<file path="src/hw/rtl/mfpc_pkg.sv">
// ----------------------------------------------------------------------------
// mfpc_pkg: shared definitions for the minimum falling path cost block
// Matrix geometry, field widths and the result payload type.
// ----------------------------------------------------------------------------
`default_nettype none

package mfpc_pkg;

   localparam int MATRIX_SIZE = 16;
   localparam int COST_BITS   = 16;

   localparam int COST_W  = 16;
   localparam int PATH_W  = 20;
   localparam int POS_W   = 4;
   localparam int IDX_W   = $clog2(MATRIX_SIZE);

   localparam logic [COST_W-1:0] COST_MASK =
      (COST_BITS >= COST_W) ? {COST_W{1'b1}} : COST_W'((64'd1 << COST_BITS) - 64'd1);
   localparam logic [IDX_W-1:0]  LAST_IDX  = IDX_W'(MATRIX_SIZE - 1);
   localparam logic [PATH_W-1:0] PATH_MAX  = {PATH_W{1'b1}};

   // CSR register indexes (word address)
   localparam logic REG_QUERY_ROW = 1'b0;
   localparam logic REG_QUERY_COL = 1'b1;

   typedef struct packed {
      logic [PATH_W-1:0] path_cost;
      logic [POS_W-1:0]  cell_row;
      logic [POS_W-1:0]  cell_col;
      logic              selected;
      logic              matrix_done;
   } result_type;

endpackage

`default_nettype wire

</file>
<file path="src/hw/rtl/mfpc_req_if.sv">
// ----------------------------------------------------------------------------
// mfpc_req_if: input channel
// One matrix cell per transaction, valid/ready handshake.
// ----------------------------------------------------------------------------
`default_nettype none

interface mfpc_req_if;
   logic                         valid;
   logic                         ready;
   logic [mfpc_pkg::COST_W-1:0]  cell_cost;
   logic                         start_matrix;

   modport source (output valid, output cell_cost, output start_matrix, input ready);
   modport sink   (input valid, input cell_cost, input start_matrix, output ready);
endinterface

`default_nettype wire

</file>
<file path="src/hw/rtl/mfpc_rsp_if.sv">
// ----------------------------------------------------------------------------
// mfpc_rsp_if: result channel
// One path cost result per transaction, valid/ready handshake.
// ----------------------------------------------------------------------------
`default_nettype none

interface mfpc_rsp_if;
   logic                         valid;
   logic                         ready;
   logic [mfpc_pkg::PATH_W-1:0]  path_cost;
   logic [mfpc_pkg::POS_W-1:0]   cell_row;
   logic [mfpc_pkg::POS_W-1:0]   cell_col;
   logic                         selected;
   logic                         matrix_done;

   modport source (output valid, output path_cost, output cell_row, output cell_col,
                   output selected, output matrix_done, input ready);
   modport sink   (input valid, input path_cost, input cell_row, input cell_col,
                   input selected, input matrix_done, output ready);
endinterface

`default_nettype wire

</file>
<file path="src/hw/rtl/mfpc_cell.sv">
// ----------------------------------------------------------------------------
// mfpc_cell: one stage of the previous-row shift chain
// Holds one path cost and takes its neighbor's value (the new path cost at the tail) on every shift.
// ----------------------------------------------------------------------------
`default_nettype none

module mfpc_cell (
   input  wire logic                         clock,
   input  wire logic                         shift_en,
   input  wire logic [mfpc_pkg::PATH_W-1:0]  cost_in,
   output      logic [mfpc_pkg::PATH_W-1:0]  cost_out
);

   logic [mfpc_pkg::PATH_W-1:0] cost_ff;
   logic [mfpc_pkg::PATH_W-1:0] cost_in_mux;

   assign cost_in_mux = shift_en ? cost_in : cost_ff;

   always_ff @(posedge clock) begin
      cost_ff <= cost_in_mux;
   end

   assign cost_out = cost_ff;

endmodule

`default_nettype wire

</file>
<file path="src/hw/rtl/min_falling_path_cost.sv">
// ----------------------------------------------------------------------------
// min_falling_path_cost: streamed minimum falling path sum
// Cost matrix in row-major order, one cell in, one path cost out.
// ----------------------------------------------------------------------------
// Usage:
//   req_chan takes one matrix cell per transaction; start_matrix marks row 0,
//   column 0 of a new matrix. Without it the row and column counters wrap
//   after the last cell. rsp_chan returns one result per cell: path cost,
//   cell position, the selected flag for the cell named by the CSRs, and a
//   done flag on the last cell.
//   One cell is accepted every cycle unless rsp_chan is stalled; the
//   previous row lives in a chain of MATRIX_SIZE cells that shifts once
//   per accepted cell, so the up and up-right neighbors always sit in the
//   first two cells of the chain.
//   A single output register separates the channels: a new cell is taken
//   while the receiver holds the current result, as long as that result is
//   taken in the same cycle. While rsp_chan is stalled, req_chan.ready drops
//   and the chain and counters hold.
//   Reset clears the counters, the held left neighbor, the query registers
//   and the output valid. The chain is filled by row 0 of each matrix.
//   CSRs: query_row at byte 0, query_col at byte 4, APB writes, pready high.
// ----------------------------------------------------------------------------
`default_nettype none

module min_falling_path_cost (
   input  wire logic        clock,
   input  wire logic        reset,
   mfpc_req_if.sink         req_chan,
   mfpc_rsp_if.source       rsp_chan,
   input  wire logic        csr_psel,
   input  wire logic        csr_penable,
   input  wire logic        csr_pwrite,
   input  wire logic [2:0]  csr_paddr,
   input  wire logic [31:0] csr_pwdata,
   output      logic [31:0] csr_prdata,
   output      logic        csr_pready
);

   localparam int N     = mfpc_pkg::MATRIX_SIZE;
   localparam int IDX_W = mfpc_pkg::IDX_W;
   localparam int PW    = mfpc_pkg::PATH_W;
   localparam int QW    = mfpc_pkg::POS_W;

   // ---------------------------------------------------------------- CSRs
   logic [QW-1:0] query_row_ff, query_row_in;
   logic [QW-1:0] query_col_ff, query_col_in;
   logic          csr_wr;

   assign csr_pready = 1'b1;
   assign csr_wr     = csr_psel && csr_penable && csr_pwrite;

   always_comb begin
      query_row_in = query_row_ff;
      query_col_in = query_col_ff;
      if (csr_wr) begin
         unique case (csr_paddr[2])
            mfpc_pkg::REG_QUERY_ROW: query_row_in = csr_pwdata[QW-1:0];
            mfpc_pkg::REG_QUERY_COL: query_col_in = csr_pwdata[QW-1:0];
            default:                 query_row_in = query_row_ff;
         endcase
      end
   end

   always_comb begin
      unique case (csr_paddr[2])
         mfpc_pkg::REG_QUERY_ROW: csr_prdata = {{(32-QW){1'b0}}, query_row_ff};
         mfpc_pkg::REG_QUERY_COL: csr_prdata = {{(32-QW){1'b0}}, query_col_ff};
         default:                 csr_prdata = 32'd0;
      endcase
   end

   // ------------------------------------------------------------ handshake
   logic accept;
   logic rsp_valid_ff, rsp_valid_in;

   assign req_chan.ready = !rsp_valid_ff || rsp_chan.ready;
   assign accept         = req_chan.valid && req_chan.ready;

   // ------------------------------------------------------------- counters
   logic [IDX_W-1:0] row_ff, row_in, row_cur;
   logic [IDX_W-1:0] col_ff, col_in, col_cur;

   assign row_cur = req_chan.start_matrix ? '0 : row_ff;
   assign col_cur = req_chan.start_matrix ? '0 : col_ff;

   // ---------------------------------------------------------- shift chain
   logic [PW-1:0] chain_q [N];
   logic [PW-1:0] path_cost;

   genvar k;
   generate
      for (k = 0; k < N; k++) begin : g_cell
         if (k == N - 1) begin : g_tail
            mfpc_cell u_cell (
               .clock    (clock),
               .shift_en (accept),
               .cost_in  (path_cost),
               .cost_out (chain_q[k])
            );
         end else begin : g_body
            mfpc_cell u_cell (
               .clock    (clock),
               .shift_en (accept),
               .cost_in  (chain_q[k+1]),
               .cost_out (chain_q[k])
            );
         end
      end
   endgenerate

   // ---------------------------------------------------------- path cost
   logic [PW-1:0] held_left_ff, held_left_in;
   logic [PW-1:0] best_a, best;
   logic [PW:0]   cost_ext;
   logic [PW:0]   sum;

   assign cost_ext = (PW+1)'(req_chan.cell_cost & mfpc_pkg::COST_MASK);

   always_comb begin
      best_a = chain_q[0];
      if (col_cur != '0 && held_left_ff < best_a) begin
         best_a = held_left_ff;
      end
      best = best_a;
      if (col_cur != mfpc_pkg::LAST_IDX && chain_q[1] < best_a) begin
         best = chain_q[1];
      end
   end

   assign sum = {1'b0, best} + cost_ext;

   always_comb begin
      if (row_cur == '0) begin
         path_cost = cost_ext[PW-1:0];
      end else if (sum[PW]) begin
         path_cost = mfpc_pkg::PATH_MAX;
      end else begin
         path_cost = sum[PW-1:0];
      end
   end

   // ------------------------------------------------------- next state
   logic [IDX_W+QW-1:0] row_wide, col_wide;
   mfpc_pkg::result_type result_ff, result_in;

   assign row_wide = {{QW{1'b0}}, row_cur};
   assign col_wide = {{QW{1'b0}}, col_cur};

   always_comb begin
      row_in       = row_ff;
      col_in       = col_ff;
      held_left_in = held_left_ff;
      result_in    = result_ff;
      rsp_valid_in = rsp_valid_ff;
      if (rsp_chan.ready) begin
         rsp_valid_in = 1'b0;
      end
      if (accept) begin
         rsp_valid_in = 1'b1;
         held_left_in = chain_q[0];
         if (col_cur == mfpc_pkg::LAST_IDX) begin
            col_in = '0;
            row_in = (row_cur == mfpc_pkg::LAST_IDX) ? '0 : row_cur + 1'b1;
         end else begin
            col_in = col_cur + 1'b1;
            row_in = row_cur;
         end
         result_in.path_cost   = path_cost;
         result_in.cell_row    = row_wide[QW-1:0];
         result_in.cell_col    = col_wide[QW-1:0];
         result_in.selected    = (row_wide == (IDX_W+QW)'(query_row_ff)) &&
                                 (col_wide == (IDX_W+QW)'(query_col_ff));
         result_in.matrix_done = (row_cur == mfpc_pkg::LAST_IDX) &&
                                 (col_cur == mfpc_pkg::LAST_IDX);
      end
   end

   always_ff @(posedge clock) begin
      if (reset) begin
         query_row_ff <= '0;
         query_col_ff <= '0;
         row_ff       <= '0;
         col_ff       <= '0;
         held_left_ff <= '0;
         rsp_valid_ff <= 1'b0;
      end else begin
         query_row_ff <= query_row_in;
         query_col_ff <= query_col_in;
         row_ff       <= row_in;
         col_ff       <= col_in;
         held_left_ff <= held_left_in;
         rsp_valid_ff <= rsp_valid_in;
      end
   end

   // hold the payload without reset
   always_ff @(posedge clock) begin
      result_ff <= result_in;
   end

   assign rsp_chan.valid       = rsp_valid_ff;
   assign rsp_chan.path_cost   = result_ff.path_cost;
   assign rsp_chan.cell_row    = result_ff.cell_row;
   assign rsp_chan.cell_col    = result_ff.cell_col;
   assign rsp_chan.selected    = result_ff.selected;
   assign rsp_chan.matrix_done = result_ff.matrix_done;

endmodule

`default_nettype wire
</file>
<file path="src/flat_wrapper.sv">
// flat-port wrapper written by rule: the top's interface ports become plain ports
module min_falling_path_cost_flat 
  (clock, reset, csr_psel, csr_penable, csr_pwrite, csr_paddr, csr_pwdata, csr_prdata, csr_pready, req_chan_valid, req_chan_cell_cost, req_chan_start_matrix, req_chan_ready, rsp_chan_valid, rsp_chan_path_cost, rsp_chan_cell_row, rsp_chan_cell_col, rsp_chan_selected, rsp_chan_matrix_done, rsp_chan_ready);
  mfpc_req_if req_chan_i ();
  mfpc_rsp_if rsp_chan_i ();
  input  wire logic clock;
  input  wire logic reset;
  input  wire logic csr_psel;
  input  wire logic csr_penable;
  input  wire logic csr_pwrite;
  input  wire logic [2:0] csr_paddr;
  input  wire logic [31:0] csr_pwdata;
  output      logic [31:0] csr_prdata;
  output      logic csr_pready;
  input wire logic [$bits(req_chan_i.valid)-1:0] req_chan_valid;
  input wire logic [$bits(req_chan_i.cell_cost)-1:0] req_chan_cell_cost;
  input wire logic [$bits(req_chan_i.start_matrix)-1:0] req_chan_start_matrix;
  output wire logic [$bits(req_chan_i.ready)-1:0] req_chan_ready;
  output wire logic [$bits(rsp_chan_i.valid)-1:0] rsp_chan_valid;
  output wire logic [$bits(rsp_chan_i.path_cost)-1:0] rsp_chan_path_cost;
  output wire logic [$bits(rsp_chan_i.cell_row)-1:0] rsp_chan_cell_row;
  output wire logic [$bits(rsp_chan_i.cell_col)-1:0] rsp_chan_cell_col;
  output wire logic [$bits(rsp_chan_i.selected)-1:0] rsp_chan_selected;
  output wire logic [$bits(rsp_chan_i.matrix_done)-1:0] rsp_chan_matrix_done;
  input wire logic [$bits(rsp_chan_i.ready)-1:0] rsp_chan_ready;
  assign req_chan_i.valid = req_chan_valid;
  assign req_chan_i.cell_cost = req_chan_cell_cost;
  assign req_chan_i.start_matrix = req_chan_start_matrix;
  assign req_chan_ready = req_chan_i.ready;
  assign rsp_chan_valid = rsp_chan_i.valid;
  assign rsp_chan_path_cost = rsp_chan_i.path_cost;
  assign rsp_chan_cell_row = rsp_chan_i.cell_row;
  assign rsp_chan_cell_col = rsp_chan_i.cell_col;
  assign rsp_chan_selected = rsp_chan_i.selected;
  assign rsp_chan_matrix_done = rsp_chan_i.matrix_done;
  assign rsp_chan_i.ready = rsp_chan_ready;
  min_falling_path_cost u_core (.clock(clock), .reset(reset), .req_chan(req_chan_i), .rsp_chan(rsp_chan_i), .csr_psel(csr_psel), .csr_penable(csr_penable), .csr_pwrite(csr_pwrite), .csr_paddr(csr_paddr), .csr_pwdata(csr_pwdata), .csr_prdata(csr_prdata), .csr_pready(csr_pready));
endmodule
</file>
<file path="config.mk">
export PLATFORM = sky130hd
export DESIGN_NAME = min_falling_path_cost_flat
export DESIGN_NICKNAME = d
export VERILOG_FILES = /design/src/hw/rtl/mfpc_pkg.sv /design/src/hw/rtl/mfpc_req_if.sv /design/src/hw/rtl/mfpc_rsp_if.sv /design/src/hw/rtl/mfpc_cell.sv /design/src/hw/rtl/min_falling_path_cost.sv /design/src/flat_wrapper.sv
export SDC_FILE = /design/constraint.sdc
export NUM_CORES = 1
export LEC_CHECK = 0
export BUFFER_PORTS_ARGS = -buffer_cell sky130_fd_sc_hd__buf_2
export CAP_MARGIN = 20
export CELL_PAD_IN_SITES_DETAIL_PLACEMENT = 0
export CELL_PAD_IN_SITES_GLOBAL_PLACEMENT = 1
export CORE_ASPECT_RATIO = 1.2
export CORE_MARGIN = 2
export CORE_UTILIZATION = 33
export DETAILED_ROUTE_END_ITERATION = 10
export MAX_ROUTING_LAYER = met4
export PLACE_DENSITY_LB_ADDON = 0.3
export SLEW_MARGIN = 20
export SYNTH_ARGS = -nofsm -noshare
export SYNTH_HDL_FRONTEND = slang
export SYNTH_SLANG_ARGS = --single-unit
</file>
<file path="constraint.sdc">
create_clock -name clock -period 11.25 [get_ports clock]
set_input_delay 0.5625 -clock clock [delete_from_list [all_inputs] [get_ports clock]]
set_output_delay 0.5625 -clock clock [all_outputs]
set_load 0.02 [all_outputs]
</file>
After elaboration in Yosys (flattened, before gate mapping)
Cells that the tools add are included.

storage, ports and cells
  flip-flop bits (word level) = 367
  bits in latches = 0
  bits in writable memories = 0
  bits in read-only memories = 0
  input bits = 59
  output and inout port bits = 65
  logic and storage cells = 64
  memories = 0

cells by class
  $add $sub $neg = 3
  $mul = 0
  divide/modulo/power cells = 0
  $lt $le $gt $ge = 2
  eq/ne operators = 5
  shift-type cells = 0
  mux-type cells = 12
  bitwise gates (word level) = 1
  reductions and logical operators = 14

operator list
  cell                   count
  $pmux W32 S2           1
  $mux W20               3
  $lt A20 B20 Y1         2
  $add A20 B16 Y21       1
  $mux W4                5
  $mux W16               1
  $add A4 B1 Y4 const B  2
  $eq A4 B4 Y1           2
  $eq A4 B4 Y1 const B   2
  $logic_and A1 B1 Y1    7
  $logic_not A4 Y1       1
  $ne A4 B4 Y1 const B   1
  $reduce_and A2 Y1      2
  $reduce_bool A4 Y1     1
  $mux W1                2
  $reduce_bool A2 Y1     1
  $logic_not A1 Y1       1
  $logic_or A1 B1 Y1     1
  $not A1 Y1             1

Depth between registers and ports, before layout
  depth in word-level cells = 10
  mapped depth = 36
  depth with buffers taken out = 31

By module
Synthesis repeated with hierarchy kept, for this count alone.

unflattened totals
  cell total of the unflattened synthesis = 950
  area, all modules = 15010.6 um^2

modules (own cells, without submodules)
  module                 times used  cells an instance  area an instance (um^2)  seq. area each (um^2)
  mfpc_cell              16          20                 600.6                    600.6
  min_falling_path_cost  1           630                5401.4                   1641.6

Least setup slack after synthesis
OpenSTA, ideal clock, no wires.

  path kind = input port to flip-flop
  from = input rsp_chan_ready
  to = register u_core.col_ff[0]
  arrival time = 10375 ps
  required time = 10668 ps
  setup slack = 292 ps
  stages = 5
  cell sequence = nand2b_1 > nand2_1 > clkinv_1 > buf_1 > a211oi_1

between the ends
  cells in the longest elaborated chain, start to end = 2

RTL lines
  item                     RTL line                      text
  from (decl)              flat_wrapper.sv:25            input wire logic [$bits(rsp_chan_i.ready)-1:0] rsp_chan_ready;
  $logic_or A1 B1 Y1       min_falling_path_cost.sv:76   assign req_chan.ready = !rsp_valid_ff || rsp_chan.ready;
  $logic_and A1 B1 Y1      min_falling_path_cost.sv:77   assign accept = req_chan.valid && req_chan.ready;
  named net u_core.accept  min_falling_path_cost.sv:73   logic accept;
  to (signal assigned)     min_falling_path_cost.sv:190  col_ff <= col_in;
  to (decl)                min_falling_path_cost.sv:81   logic [IDX_W-1:0] col_ff, col_in, col_cur;

The timed path passes the listed nets, and every way through them passes these cells.
A chain may end at the register's enable or synchronous reset.

Final worst setup path
  from = register u_core.col_ff[0]
  to = register u_core.result_ff (netlist bit u_core.rsp_chan.path_cost[3]), data pin

between the ends
  cells in the longest elaborated chain, start to end = 10
  elaborated cells on any way between the ends = 11
  classes of those cells = 1 x add/sub; 1 x order compare; 1 x eq/ne; 5 x mux; 3 x reduce/logical

RTL lines
  item                                                         RTL line                      text
  $mux W4 (*)                                                  min_falling_path_cost.sv:84   assign col_cur = req_chan.start_matrix ? '0 : col_ff;
  named net u_core.col_cur[0]                                  min_falling_path_cost.sv:81
  $reduce_bool A4 Y1                                           min_falling_path_cost.sv:121  if (col_cur != '0 && held_left_ff < best_a) begin
  $logic_and A1 B1 Y1                                          min_falling_path_cost.sv:121
  $mux W20                                                     min_falling_path_cost.sv:121
  $lt A20 B20 Y1                                               min_falling_path_cost.sv:125  if (col_cur != mfpc_pkg::LAST_IDX && chain_q[1] < best_a) begin
  $logic_and A1 B1 Y1                                          min_falling_path_cost.sv:125
  $mux W20 (*)                                                 min_falling_path_cost.sv:125
  $add A20 B16 Y21 (*)                                         min_falling_path_cost.sv:130  assign sum = {1'b0, best} + cost_ext;
  $mux W20 (*)                                                 min_falling_path_cost.sv:135  end else if (sum[PW]) begin
  $mux W16 (*)                                                 min_falling_path_cost.sv:133  if (row_cur == '0) begin
  named net u_core.g_cell[15].g_tail.u_cell.cost_in (one bit)  mfpc_cell.sv:10               input wire logic [mfpc_pkg::PATH_W-1:0] cost_in,
  to (signal assigned)                                         min_falling_path_cost.sv:198  result_ff <= result_in;
  to (decl)                                                    min_falling_path_cost.sv:144  mfpc_pkg::result_type result_ff, result_in;

The timed path passes the listed nets; every way through them passes the cells marked *.

==> results.yml <==
status:
  status: "finished, final reports clean"
clock_network:
  cts-root-buf: "clkbuf_16"
  tritoncts: "yes"
  ctsResizeCount: 0
  cts_buffers: 40
  clock_sinks: 367
  cts.path.max_buffers: 3
  clk_latency_ns: 0.56
  htreeDepth: 2
  cts_hold_buf: 0
  postCtsSetupBuffers: 0
  clk_pin_slew_ns: 0.06
global_route:
  overflow: 0
  antenna_found_initial: 0
  grt_pass1_vias: 6889
  grt_max_degree: 118
  grt_usage_pct: 11.1
  grt_pass1_wl_um: 38200
setup_path:
  slowest_stage: "o21ai_4"
  worstReg2RegStart: "u_core.col_ff[0]"
  critPathArrivalTime_ns: 8.16
  reg2reg_slack_ns: 3.50
  cp_max_fo: 31
  max_stage_delay_ns: 0.52
  timing.rr.end: "u_core.rsp_chan.path_cost[3]"
  crit_type: "reg2reg"
  cpMostUsedCell: "a21oi_1"
  crit_path_start_kind: "register"
  r2r_cells: 31
  end_kind: "register"
  worstPathRequired_ns: 11.66
  cp-startpoint: "u_core.col_ff[0]"
final_layout:
  nets: 1107
  stdcell_count: 1571
  drive_gt1_share_pct: 14.4
  mostFrequentLayoutCells: "330 x edfxtp_1, 84 x a21oi_1, 64 x buf_2"
  diodes: 0
  syn_to_final_growth_pct: 13.8
  layout_commonest_cell: "edfxtp_1"
yosys:
  synth_area_um2: 14300
  yosysUniqueCellTypes: 58
  avgSynthCellArea_um2: 15.6
  synth_ff_type: "edfxtp_1"
  synth_edf_count: 330
  synth_cells: 918
  ys_async_sr_fraction_pct: 0
  synth-warning-count: 0
  ys_ff_latch: 367
  seq_area_frac_synth_pct: 74.4
route:
  vias: 7108
  met1Wirelength_um: 11800
  wire_per_inst_um: 15.3
  firstDrtPassIters: 4
  via_per_inst: 4.52
  antenna_left: 0
  drt_iter0_drc: 408
  wl_um: 24100
  dr_wl_met2_um: 10700
  route.detailed.drc: 0
  highest_layer: "met4"
  routed-wl-met3_um: 1020
timing:
  timing.slew.headroom_pct: 36.7
  hold_viol: 0
  holdWs_ns: 0.250
  post-route-period-util_pct: 68.9
  tns_ns: 0
  tightest_slew_ns: 0.949
  setup_viol: 0
  post-route-min-period_ns: 7.75
  max_freq_ghz: 0.129
  fin_skew_ns: 0.0190
  slew_violations: 0
  rsz0062_at_grt: "no"
place:
  gp_congestion: 0.770
  dp_cells: 1497
  portBuffers: 64
  hpwl_um: 14600
hold_path:
  min_path_cells: 3
  hold_path_startpoint: "req_chan_valid"
  min_path_type: "in2reg"
  hold_end: "u_core.rsp_chan.valid"
die:
  start_util_pct: 33.4
  core_area_um2: 42800
  ioPinCount: 124
  fp-row-count: 83
  dieWidth_um: 194
  die_area_um2: 45000
  die_h_um: 232
power_and_ir_drop:
  peakVddDrop_v: 0.000121
  power.density_nw_per_um2: 191
  p_leak_uw: 0.00597
run:
  maxCapViolCount: 0
-- registers in the layout, indices dropped and copies added (netlist names) --
register,cells
u_core.g_cell.g_body.u_cell.cost_out,300
u_core.col_ff,4
u_core.rsp_chan.cell_col,4
u_core.held_left_ff,20
u_core.rsp_chan.valid,1
u_core.rsp_chan.cell_row,4
u_core.query_row_ff,4
u_core.row_ff,4
u_core.rsp_chan.selected,1
u_core.rsp_chan.path_cost,20
u_core.query_col_ff,4
u_core.rsp_chan.matrix_done,1
-- metal layers --
layer  vias to the layer above  global-route usage [%]
met4                         0                    4.21
met5                         -                       -
met1                      3446                    15.1
met2                       119                    16.3
li1                       3499                       -
met3                        44                    2.54
-- Yosys cell counts, types with 4 or more instances --
cell type,instances,area [um2]
a211oi_1,7,52.6
a21o_1,4,30.0
a21oi_1,84,420
buf_4,49,368
clkbuf_1,17,63.8
dfxtp_1,37,741
edfxtp_1,330,9910
ha_1,59,738
inv_1,33,124
mux2_2,5,56.3
mux2i_1,16,160
nand2_1,60,225
nand2b_1,9,56.3
nand3_1,7,35.0
nand4_1,11,68.8
nor2_1,55,206
nor2b_1,8,50.1
nor3_1,4,20.0
o21a_1,7,52.6
o21ai_0,24,120
o22a_1,15,131
xnor2_1,18,158
xor2_1,6,52.6
-- worst max path at each step --
stage / to / slack [ns]
after detailed placement: u_core.rsp_chan.path_cost[3] / 3.02
after CTS: u_core.rsp_chan.path_cost[3] / 3.37
after global routing: u_core.rsp_chan.path_cost[3] / 2.65
after global placement: u_core.rsp_chan.path_cost[3] / 3.00
final: u_core.rsp_chan.path_cost[3] / 3.50
after floorplan: u_core.col_ff[0] / 0.29
-- where the power goes --
part	internal [uW]	switching, uW	total (uW)
registers	1580	28.8	1610
clock network	704	521	1220
logic	98.6	181	280
total	2380	731	3120
-- cells by family (layout without fill, tap and decap cells) --
kind of cell	Yosys count	in the layout	synth area share, %
AO/OA/AOI/OAI	167	167	7.42
buffers and inverters	105	179	4.16
flip-flops	367	367	74.4
XOR/XNOR	24	24	1.47
multiplexers	23	23	1.72
AND/OR/NAND/NOR	170	170	5.43
other	2	29	0.0525
adder cells (fa/ha/maj)	60	60	5.30
-- per-stage QoR --
step                      area (um2)  utilization, %  total power (uW)  setup WS, ns
after floorplan                14400               -              1880         0.292
after global placement         15000            35.1              1920          3.00
after detailed placement       15000            35.1              1920          3.02
after CTS                      16300            38.0              3170          3.37
after global routing           16300            38.0              3260          2.65
final                          16300            38.0              3120          3.50
-- layout make-up --
| class | instances | area (um2) |
|---|---|---|
| multi-input combinational | 473 | 3160 |
| clock inverter | 22 | 166 |
| sequential | 367 | 10700 |
| tap | 552 | 691 |
| timing repair buffer | 72 | 400 |
| clock buffer | 51 | 1070 |
| inverter | 34 | 135 |
| fill | 4045 | 26500 |
-- worst max-delay path, delay by kind of cell (launching register included) --
kind	cells	cell delay [ns]
AO/OA/AOI/OAI	17	3.97
AND/OR/NAND/NOR	6	1.28
adder cells (fa/ha/maj)	4	1.13
buffers and inverters	3	0.55
flip-flops	1	0.34
multiplexers	1	0.30
No activity file was read; power rests on OpenSTA's default activity.
